===== config.mk =====
export PLATFORM = sky130hd
export DESIGN_NAME = ordered_list_delete_before
export DESIGN_NICKNAME = d
export VERILOG_FILES = /design/src/rtl/core/oldb_pkg.sv /design/src/rtl/core/oldb_ram.sv /design/src/rtl/core/oldb_dp.sv /design/src/rtl/core/oldb_ctrl.sv /design/src/rtl/core/ordered_list_delete_before.sv
export VERILOG_INCLUDE_DIRS = /design/src /design/src/rtl/core
export SDC_FILE = /design/constraint.sdc
export NUM_CORES = 1
export LEC_CHECK = 0
export BUFFER_PORTS_ARGS = -buffer_cell sky130_fd_sc_hd__buf_4
export CORE_ASPECT_RATIO = 0.9
export CORE_MARGIN = 2
export CORE_UTILIZATION = 30
export DETAILED_ROUTE_END_ITERATION = 16
export SYNTH_ARGS = -nofsm -noshare
export SYNTH_HDL_FRONTEND = slang
export SYNTH_SLANG_ARGS = --single-unit

===== constraint.sdc =====
create_clock -name clk -period 6.6 [get_ports clk]
set_input_delay 0 -clock clk [delete_from_list [all_inputs] [get_ports clk]]
set_output_delay 0 -clock clk [all_outputs]
set_load 0.01 [all_outputs]

===== src/rtl/core/assert_macros.svh =====
// Assertion macros shared by the RTL of the ordered list block.
// Expects a clock named clk and an active-low reset named arst_n in scope.
`ifndef ASSERT_MACROS_SVH
`define ASSERT_MACROS_SVH
`ifndef SYNTHESIS
`define OLDB_ASSERT(lbl, prop) \
	lbl: assert property (@(posedge clk) disable iff (!arst_n) prop) \
		else $error("ordered list assertion failed");
`define OLDB_ASSERT_NEVER(lbl, cond) \
	lbl: assert property (@(posedge clk) disable iff (!arst_n) !(cond)) \
		else $error("ordered list forbidden condition seen");
`else
`define OLDB_ASSERT(lbl, prop)
`define OLDB_ASSERT_NEVER(lbl, cond)
`endif
`endif


===== src/rtl/core/oldb_pkg.sv =====
// Package for the ordered list block: operation and status codes, controller
// states and the command and status structs between controller and datapath.
`default_nettype none
package oldb_pkg;

	localparam int ID_W = 16;

	typedef enum logic [1:0] {
		FN_APPEND = 2'd0,
		FN_DELETE = 2'd1,
		FN_LIST   = 2'd2
	} func_t;

	typedef enum logic [2:0] {
		ST_OK        = 3'd0,
		ST_EMPTY     = 3'd1,
		ST_NOT_FOUND = 3'd2,
		ST_REF_FIRST = 3'd3,
		ST_FULL      = 3'd4
	} status_t;

	typedef enum logic [2:0] {
		S_IDLE,
		S_DEL_HEAD,
		S_DEL_SCAN,
		S_DEL_SHIFT,
		S_LIST_PUT,
		S_RESP
	} state_t;

	typedef struct packed {
		logic    cap_ref;
		logic    rd_en;
		logic    rd_first;
		logic    wr_append;
		logic    wr_shift;
		logic    idx_clr;
		logic    idx_inc;
		logic    cnt_inc;
		logic    cnt_dec;
		logic    cap_head;
		logic    cap_prev;
		logic    res_set;
		status_t res_status;
		logic    res_use_prev;
		logic    out_res;
		logic    out_list;
	} dp_cmd_t;

	typedef struct packed {
		logic cnt_zero;
		logic full;
		logic match;
		logic head_match;
		logic next_end;
		logic out_free;
	} dp_sts_t;

endpackage
`default_nettype wire


===== src/rtl/core/oldb_ram.sv =====
// Generic single-write, single-read RAM with registered read data.
// No dependencies.
`default_nettype none
module oldb_ram #(
	parameter int WIDTH = 16,
	parameter int DEPTH = 16
) (
	input  wire logic                     clk,
	input  wire logic                     wr_en,
	input  wire logic [$clog2(DEPTH)-1:0] wr_addr,
	input  wire logic [WIDTH-1:0]         wr_data,
	input  wire logic                     rd_en,
	input  wire logic [$clog2(DEPTH)-1:0] rd_addr,
	output logic      [WIDTH-1:0]         rd_data
);

	logic [WIDTH-1:0] mem_q [DEPTH];

	always_ff @(posedge clk) begin
		if (wr_en) begin
			mem_q[wr_addr] <= wr_data;
		end
		if (rd_en) begin
			rd_data <= mem_q[rd_addr];
		end
	end

endmodule
`default_nettype wire


===== src/rtl/core/oldb_dp.sv =====
// Datapath of the ordered list block: entry count, walk index, reference and
// head registers, the ID memory and the output register. Uses oldb_pkg, oldb_ram.
`default_nettype none
module oldb_dp
	import oldb_pkg::*;
#(
	parameter int DEPTH   = 16,
	parameter int ID_BITS = 16
) (
	input  wire logic           clk,
	input  wire logic           arst_n,
	input  wire dp_cmd_t        cmd,
	output dp_sts_t             sts,
	input  wire logic [15:0]    entry_id,
	input  wire logic           out_stall,
	output logic                out_valid,
	output logic [2:0]          status,
	output logic [15:0]         result_id,
	output logic [4:0]          entry_count,
	output logic                last
);

	localparam int AW = $clog2(DEPTH);
	localparam int CW = $clog2(DEPTH + 1);

	logic [CW-1:0]      cnt_q;
	logic [AW-1:0]      idx_q;
	logic [ID_BITS-1:0] ref_q;
	logic [ID_BITS-1:0] head_q;
	logic [ID_BITS-1:0] prev_q;
	status_t            res_status_q;
	logic [ID_BITS-1:0] res_id_q;
	logic               out_valid_q;
	status_t            status_q;
	logic [15:0]        result_id_q;
	logic [4:0]         entry_count_q;
	logic               last_q;

	logic [ID_BITS-1:0] in_id;
	logic [ID_BITS-1:0] rd_data;
	logic [15:0]        rd_id16;
	logic [15:0]        res_id16;
	logic [CW-1:0]      idx_ext;
	logic [AW-1:0]      rd_addr;
	logic [AW-1:0]      wr_addr;
	logic [ID_BITS-1:0] wr_data;

	always_comb begin
		in_id    = '0;
		rd_id16  = '0;
		res_id16 = '0;
		for (int b = 0; b < ID_BITS && b < ID_W; b++) begin
			in_id[b]    = entry_id[b];
			rd_id16[b]  = rd_data[b];
			res_id16[b] = res_id_q[b];
		end
	end

	assign idx_ext = CW'(idx_q) + CW'(1);
	assign rd_addr = cmd.rd_first ? '0 : AW'(idx_ext);
	assign wr_addr = cmd.wr_append ? AW'(cnt_q) : idx_q - AW'(1);
	assign wr_data = cmd.wr_append ? in_id : rd_data;

	oldb_ram #(
		.WIDTH(ID_BITS),
		.DEPTH(DEPTH)
	) u_ram (
		.clk    (clk),
		.wr_en  (cmd.wr_append | cmd.wr_shift),
		.wr_addr(wr_addr),
		.wr_data(wr_data),
		.rd_en  (cmd.rd_en),
		.rd_addr(rd_addr),
		.rd_data(rd_data)
	);

	assign sts.cnt_zero   = (cnt_q == '0);
	assign sts.full       = (cnt_q == CW'(DEPTH));
	assign sts.match      = (rd_data == ref_q);
	assign sts.head_match = (head_q == ref_q);
	assign sts.next_end   = (idx_ext >= cnt_q);
	assign sts.out_free   = !out_valid_q || !out_stall;

	always_ff @(posedge clk or negedge arst_n) begin
		if (!arst_n) begin
			cnt_q       <= '0;
			idx_q       <= '0;
			out_valid_q <= 1'b0;
		end else begin
			if (cmd.cnt_inc) begin
				cnt_q <= cnt_q + CW'(1);
			end else if (cmd.cnt_dec) begin
				cnt_q <= cnt_q - CW'(1);
			end
			if (cmd.idx_clr) begin
				idx_q <= '0;
			end else if (cmd.idx_inc) begin
				idx_q <= AW'(idx_ext);
			end
			if (cmd.out_res || cmd.out_list) begin
				out_valid_q <= 1'b1;
			end else if (!out_stall) begin
				out_valid_q <= 1'b0;
			end
		end
	end

	always_ff @(posedge clk) begin
		if (cmd.cap_ref) begin
			ref_q <= in_id;
		end
		if (cmd.cap_head) begin
			head_q <= rd_data;
			prev_q <= rd_data;
		end else if (cmd.cap_prev) begin
			prev_q <= rd_data;
		end
		if (cmd.res_set) begin
			res_status_q <= cmd.res_status;
			res_id_q     <= cmd.res_use_prev ? prev_q : '0;
		end
		if (cmd.out_res) begin
			status_q      <= res_status_q;
			result_id_q   <= res_id16;
			entry_count_q <= 5'(cnt_q);
			last_q        <= 1'b1;
		end else if (cmd.out_list) begin
			status_q      <= ST_OK;
			result_id_q   <= rd_id16;
			entry_count_q <= 5'(cnt_q);
			last_q        <= sts.next_end;
		end
	end

	assign out_valid   = out_valid_q;
	assign status      = status_q;
	assign result_id   = result_id_q;
	assign entry_count = entry_count_q;
	assign last        = last_q;

endmodule
`default_nettype wire


===== src/rtl/core/oldb_ctrl.sv =====
// Controller state machine of the ordered list block. Sequences memory walks
// for delete-before and list-out and issues commands to oldb_dp. Uses oldb_pkg.
`default_nettype none
module oldb_ctrl
	import oldb_pkg::*;
(
	input  wire logic       clk,
	input  wire logic       arst_n,
	input  wire logic       in_valid,
	output logic            in_stall,
	input  wire logic [1:0] func,
	input  wire dp_sts_t    sts,
	output dp_cmd_t         cmd
);

	state_t state_q;
	state_t state_d;

	always_ff @(posedge clk or negedge arst_n) begin
		if (!arst_n) begin
			state_q <= S_IDLE;
		end else begin
			state_q <= state_d;
		end
	end

	always_comb begin
		state_d        = state_q;
		cmd            = '0;
		cmd.res_status = ST_OK;
		in_stall       = 1'b1;
		case (state_q)
			S_IDLE: begin
				in_stall = 1'b0;
				if (in_valid) begin
					cmd.cap_ref = 1'b1;
					case (func_t'(func))
						FN_APPEND: begin
							cmd.res_set = 1'b1;
							if (sts.full) begin
								cmd.res_status = ST_FULL;
							end else begin
								cmd.wr_append = 1'b1;
								cmd.cnt_inc   = 1'b1;
							end
							state_d = S_RESP;
						end
						FN_DELETE, FN_LIST: begin
							if (sts.cnt_zero) begin
								cmd.res_set    = 1'b1;
								cmd.res_status = ST_EMPTY;
								state_d        = S_RESP;
							end else begin
								cmd.rd_en    = 1'b1;
								cmd.rd_first = 1'b1;
								cmd.idx_clr  = 1'b1;
								state_d = (func_t'(func) == FN_LIST) ? S_LIST_PUT : S_DEL_HEAD;
							end
						end
						default: begin
							state_d = S_IDLE;
						end
					endcase
				end
			end
			S_DEL_HEAD: begin
				cmd.cap_head = 1'b1;
				if (sts.next_end) begin
					cmd.res_set    = 1'b1;
					cmd.res_status = ST_NOT_FOUND;
					state_d        = S_RESP;
				end else begin
					cmd.rd_en   = 1'b1;
					cmd.idx_inc = 1'b1;
					state_d     = S_DEL_SCAN;
				end
			end
			S_DEL_SCAN: begin
				if (sts.match) begin
					cmd.res_set = 1'b1;
					if (sts.head_match) begin
						cmd.res_status = ST_REF_FIRST;
						state_d        = S_RESP;
					end else begin
						cmd.res_use_prev = 1'b1;
						cmd.wr_shift     = 1'b1;
						if (sts.next_end) begin
							cmd.cnt_dec = 1'b1;
							state_d     = S_RESP;
						end else begin
							cmd.rd_en   = 1'b1;
							cmd.idx_inc = 1'b1;
							state_d     = S_DEL_SHIFT;
						end
					end
				end else begin
					cmd.cap_prev = 1'b1;
					if (sts.next_end) begin
						cmd.res_set    = 1'b1;
						cmd.res_status = ST_NOT_FOUND;
						state_d        = S_RESP;
					end else begin
						cmd.rd_en   = 1'b1;
						cmd.idx_inc = 1'b1;
					end
				end
			end
			S_DEL_SHIFT: begin
				cmd.wr_shift = 1'b1;
				if (sts.next_end) begin
					cmd.cnt_dec = 1'b1;
					state_d     = S_RESP;
				end else begin
					cmd.rd_en   = 1'b1;
					cmd.idx_inc = 1'b1;
				end
			end
			S_LIST_PUT: begin
				if (sts.out_free) begin
					cmd.out_list = 1'b1;
					if (sts.next_end) begin
						state_d = S_IDLE;
					end else begin
						cmd.rd_en   = 1'b1;
						cmd.idx_inc = 1'b1;
					end
				end
			end
			S_RESP: begin
				if (sts.out_free) begin
					cmd.out_res = 1'b1;
					state_d     = S_IDLE;
				end
			end
			default: begin
				state_d = S_IDLE;
			end
		endcase
	end

endmodule
`default_nettype wire


===== src/rtl/core/ordered_list_delete_before.sv =====
// Ordered store of up to DEPTH entry IDs with append, delete-before and
// list-out. One item is handled at a time: delete-before walks the ID memory
// one entry per cycle (search, then close-up), and list-out gives one result
// per cycle for the stored entries while the output is not stalled. The
// single-port-read ID memory sets this pace. Results wait in an output
// register; the input is stalled until an item is finished.
// Uses oldb_pkg, oldb_ctrl, oldb_dp and assert_macros.svh.
`default_nettype none
`include "assert_macros.svh"
module ordered_list_delete_before
	import oldb_pkg::*;
#(
	parameter int DEPTH   = 16,
	parameter int ID_BITS = 16
) (
	input  wire logic        clk,
	input  wire logic        arst_n,
	input  wire logic        in_valid,
	output logic             in_stall,
	input  wire logic [1:0]  func,
	input  wire logic [15:0] entry_id,
	output logic             out_valid,
	input  wire logic        out_stall,
	output logic [2:0]       status,
	output logic [15:0]      result_id,
	output logic [4:0]       entry_count,
	output logic             last
);

	dp_cmd_t cmd;
	dp_sts_t sts;

	oldb_ctrl u_ctrl (
		.clk     (clk),
		.arst_n  (arst_n),
		.in_valid(in_valid),
		.in_stall(in_stall),
		.func    (func),
		.sts     (sts),
		.cmd     (cmd)
	);

	oldb_dp #(
		.DEPTH  (DEPTH),
		.ID_BITS(ID_BITS)
	) u_dp (
		.clk        (clk),
		.arst_n     (arst_n),
		.cmd        (cmd),
		.sts        (sts),
		.entry_id   (entry_id),
		.out_stall  (out_stall),
		.out_valid  (out_valid),
		.status     (status),
		.result_id  (result_id),
		.entry_count(entry_count),
		.last       (last)
	);

	`OLDB_ASSERT(a_list_blocks_input, (out_valid && !last) |-> in_stall)
	`OLDB_ASSERT(a_full_count, (out_valid && status == ST_FULL) |-> (entry_count == 5'(DEPTH)))
	`OLDB_ASSERT(a_error_is_last, (out_valid && status != ST_OK) |-> last)
	`OLDB_ASSERT(a_empty_zero, (out_valid && status == ST_EMPTY) |-> (entry_count == '0 && result_id == '0))

endmodule
`default_nettype wire


==> impl_results.md <==
* Post-route minimum period at 4.27 ns
* CTS Sinks at 377
* Clock buffer depth at 3
* Worst slew margin at 29.9%
* Setup bufs post-CTS at 0
* Gr ovfl total at 0
* Max cap viols at 0
* Initial core utilization at 30.5%
* Seq cells post-synth at 377
* Worst Skew at 0.0158 ns
* Core area at 50700 um^2
* First-pass GRT wire length at 52500 um
* Setup_tns at 0 ns
* Die span in x at 243 um
* Drt pass-1 iters at 5
* Crit path DAT at 4.67 ns
* CP max-delay cell: o211a_1
* Starting DRT DRC Count at 866
* Slew Viols, Final at 0
* Syn Inst Count at 947
* Row count at 78
* Die Y at 219 um
* FILL cells at 4758
* YS warnings at 0
* Clock slew at the register clock pins of the worst setup and hold paths at 0.06 ns
* ANT cells at 0
* Die Area at 53400 um^2
* Routed Antenna Nets at 0
* Library cells used by synthesis at 57
* Critical path's largest stage delay at 0.97 ns
* GRT Total Usage at 13.1%
* Actual slew at the worst max-slew pin at 1.05 ns
* H-tree depth at 2
* Leakage at 0.00613 uW
* Crit share post-route at 64.7%
* Port bufs at 48
* Final hold vios at 0
* Gp weighted congestion at 0.837
* Detailed-route via count at 8560
* RSZ-0062 raised after global routing: false
* HP Class: in -> reg
* Vias in the first global route at 8368
* Post_cts resized at 0
* Initial antenna violation count at 0
* Share of cells above drive strength 1 at 18.6%
* Drt via density at 4.92
* WS Path Type: reg -> reg
* Mapped Area at 15500 um^2
* Worst-path cell chain: nor2_1, nand3_1, inv_1, o211a_1, inv_1, ha_1, a21o_1, a21oi_1, xnor2_1, nand3_1, xnor2_1
* Asr flop ratio synth at 3.45%
* Commonest cells in the synthesized netlist: edfxtp_1, nand2_1, mux2i_1, nor2_1, nand3_1
* Cell family with most CP delay: compound AO/OA/AOI/OAI gates
* Sequential area share after synthesis at 72.7%
* Critical path data required time at 7.00 ns
* Largest net degree at the start of global routing at 51
* P&R area growth vs syn at 17.3%
* Buf/Inv on CP at 2
* Worst VDD drop at 0.000216 V
* Total CTS buffers at 38
* Syn Nets at 984
* Synth area leader: edfxtp_1
* DP HPWL at 23800 um
* Startpoint Class: flop
* Synth area leaders: edfxtp_1, mux4_2, mux2i_1
* Synth top area share at 70.5%
* TritonCTS clock tree: yes
* Number of synthesized flops with an enable pin at 363
* Clock Tree Root: clkbuf_16
* Fmax at 0.234 GHz
* Avg WL per Cell at 20.0 um
* Ys flop type: edfxtp_1
* Hold WS at 0.0809 ns
* Nets at 1069
* Routed WL at 34800 um
* Final setup fails at 0
* Outcome: complete, no violations
* Pwr Density at 476 nW/um^2
* Count leader, synth: edfxtp_1
* DRC violations left at 0
* Critical-path maximum fanout at 31
* IO Count at 49
* Avg Cell Area, Syn at 16.3 um^2
* Clock Latency Late Sink at 0.53 ns
* CP Capture Type: flop
-- report_power, final --
group	leakage, uW	internal, uW	switching [uW]
Sequential	0.00346	3350	282
Combinational	0.00204	999	1800
Clock	0.000626	1320	881
Total	0.00613	5670	2960
-- worst paths after layout --
path | depth (start not counted) | slack (ns) | to | startpoint
setup / recovery | 11 | 2.33 | u_dp.cnt_q[4]$_DFFE_PN0P_ | u_ctrl.state_q[0]$_DFFE_PN0P_
hold / removal | 3 | 0.08 | u_dp.res_status_q[0]$_DFFE_PP_ | func[1]
setup reg to reg | 11 | 2.33 | u_dp.cnt_q[4]$_DFFE_PN0P_ | u_ctrl.state_q[0]$_DFFE_PN0P_
hold reg to reg | 2 | 0.49 | u_dp.last$_SDFFE_PP1P_ | u_dp.last$_SDFFE_PP1P_
max in group asynchronous | 3 | 5.47 | u_dp.idx_q[0]$_DFFE_PN0P_ | arst_n
min in group asynchronous | 3 | 0.61 | u_dp.cnt_q[1]$_DFFE_PN0P_ | arst_n
-- tightest hold or removal path, stage by stage --
cell and delay, ns:
buf_4 0.09, ha_1 0.21, o32ai_1 0.12
-- layout make-up --
class / instances / area (um^2) / area share (%)
inverter: 16 / 60.1 / 0.331
timing repair buffer: 89 / 718 / 3.96
clock inverter: 23 / 265 / 1.46
multi-input combinational: 510 / 3990 / 22.0
tap: 680 / 851 / 4.69
sequential: 377 / 11200 / 62.0
clock buffer: 45 / 998 / 5.51
-- flip-flops by register name (all words and copies together) (netlist names) --
register and cells:
u_dp.result_id 16, u_dp.prev_q 16, u_dp.head_q 16, u_dp.res_id16 16
u_dp.ref_q 16, u_dp.out_valid 1, u_dp.status 3, u_dp.cnt_q 5
u_dp.last 1, u_dp.u_ram.rd_data 16, u_dp.idx_q 4, u_ctrl.state_q 3
u_dp.u_ram.mem_q 256, u_dp.res_status_q 3, u_dp.entry_count 5
-- cells by family (layout without fill, tap and decap cells) --
family | Yosys count | count (layout) | share of synthesized area [%]
flip-flops | 377 | 377 | 72.7
AO/OA/AOI/OAI | 137 | 137 | 6.38
buffers and inverters | 60 | 173 | 1.66
adder cells (fa/ha/maj) | 15 | 15 | 1.26
AND/OR/NAND/NOR | 212 | 212 | 6.64
multiplexers | 104 | 104 | 8.95
XOR/XNOR | 42 | 42 | 2.38
-- placed cells by master (no fill, tap or decap), types with 22 or more instances in the layout --
cell | synthesis | layout
nand2_1 | 55 | 55
o21ai_0 | 22 | 22
mux2_2 | 34 | 34
clkbuf_16 | 0 | 39
buf_4 | 1 | 69
mux2i_1 | 46 | 46
nand3_1 | 40 | 40
nor2_1 | 46 | 46
edfxtp_1 | 363 | 363
mux4_2 | 24 | 24
-- routing by layer --
metal / up-vias / GRT usage, % / share of wire, %
li1: 3890 / - / -
met1: 4282 / 18.6 / 46
met2: 329 / 19.8 / 44
met3: 59 / 3.29 / 8.2
met4: 0 / 3.62 / 2.3
met5: - / 0 / 0
-- stage by stage --
stage / power [uW] / setup WS, ns / instance area (um^2) / utilization, % / instances
2_1_floorplan: 5450 / 2.49 / 15500 / - / 947
3_3_place_gp: 6420 / 2.42 / 16700 / 32.9 / 1652
3_5_place_dp: 6470 / 2.33 / 16700 / 32.9 / 1652
4_1_cts: 8690 / 2.31 / 18100 / 35.8 / 1740
5_1_grt: 9070 / 1.94 / 18100 / 35.8 / 1740
6_report: 8630 / 2.33 / 18100 / 35.8 / 1740
-- repair_timing --
action                                 4_1_cts  5_1_grt
hold buffers                                20        0
setup endpoints to repair                    0        0
endpoints found under the hold margin       58        0
Power figures use the tool's default switching activity.
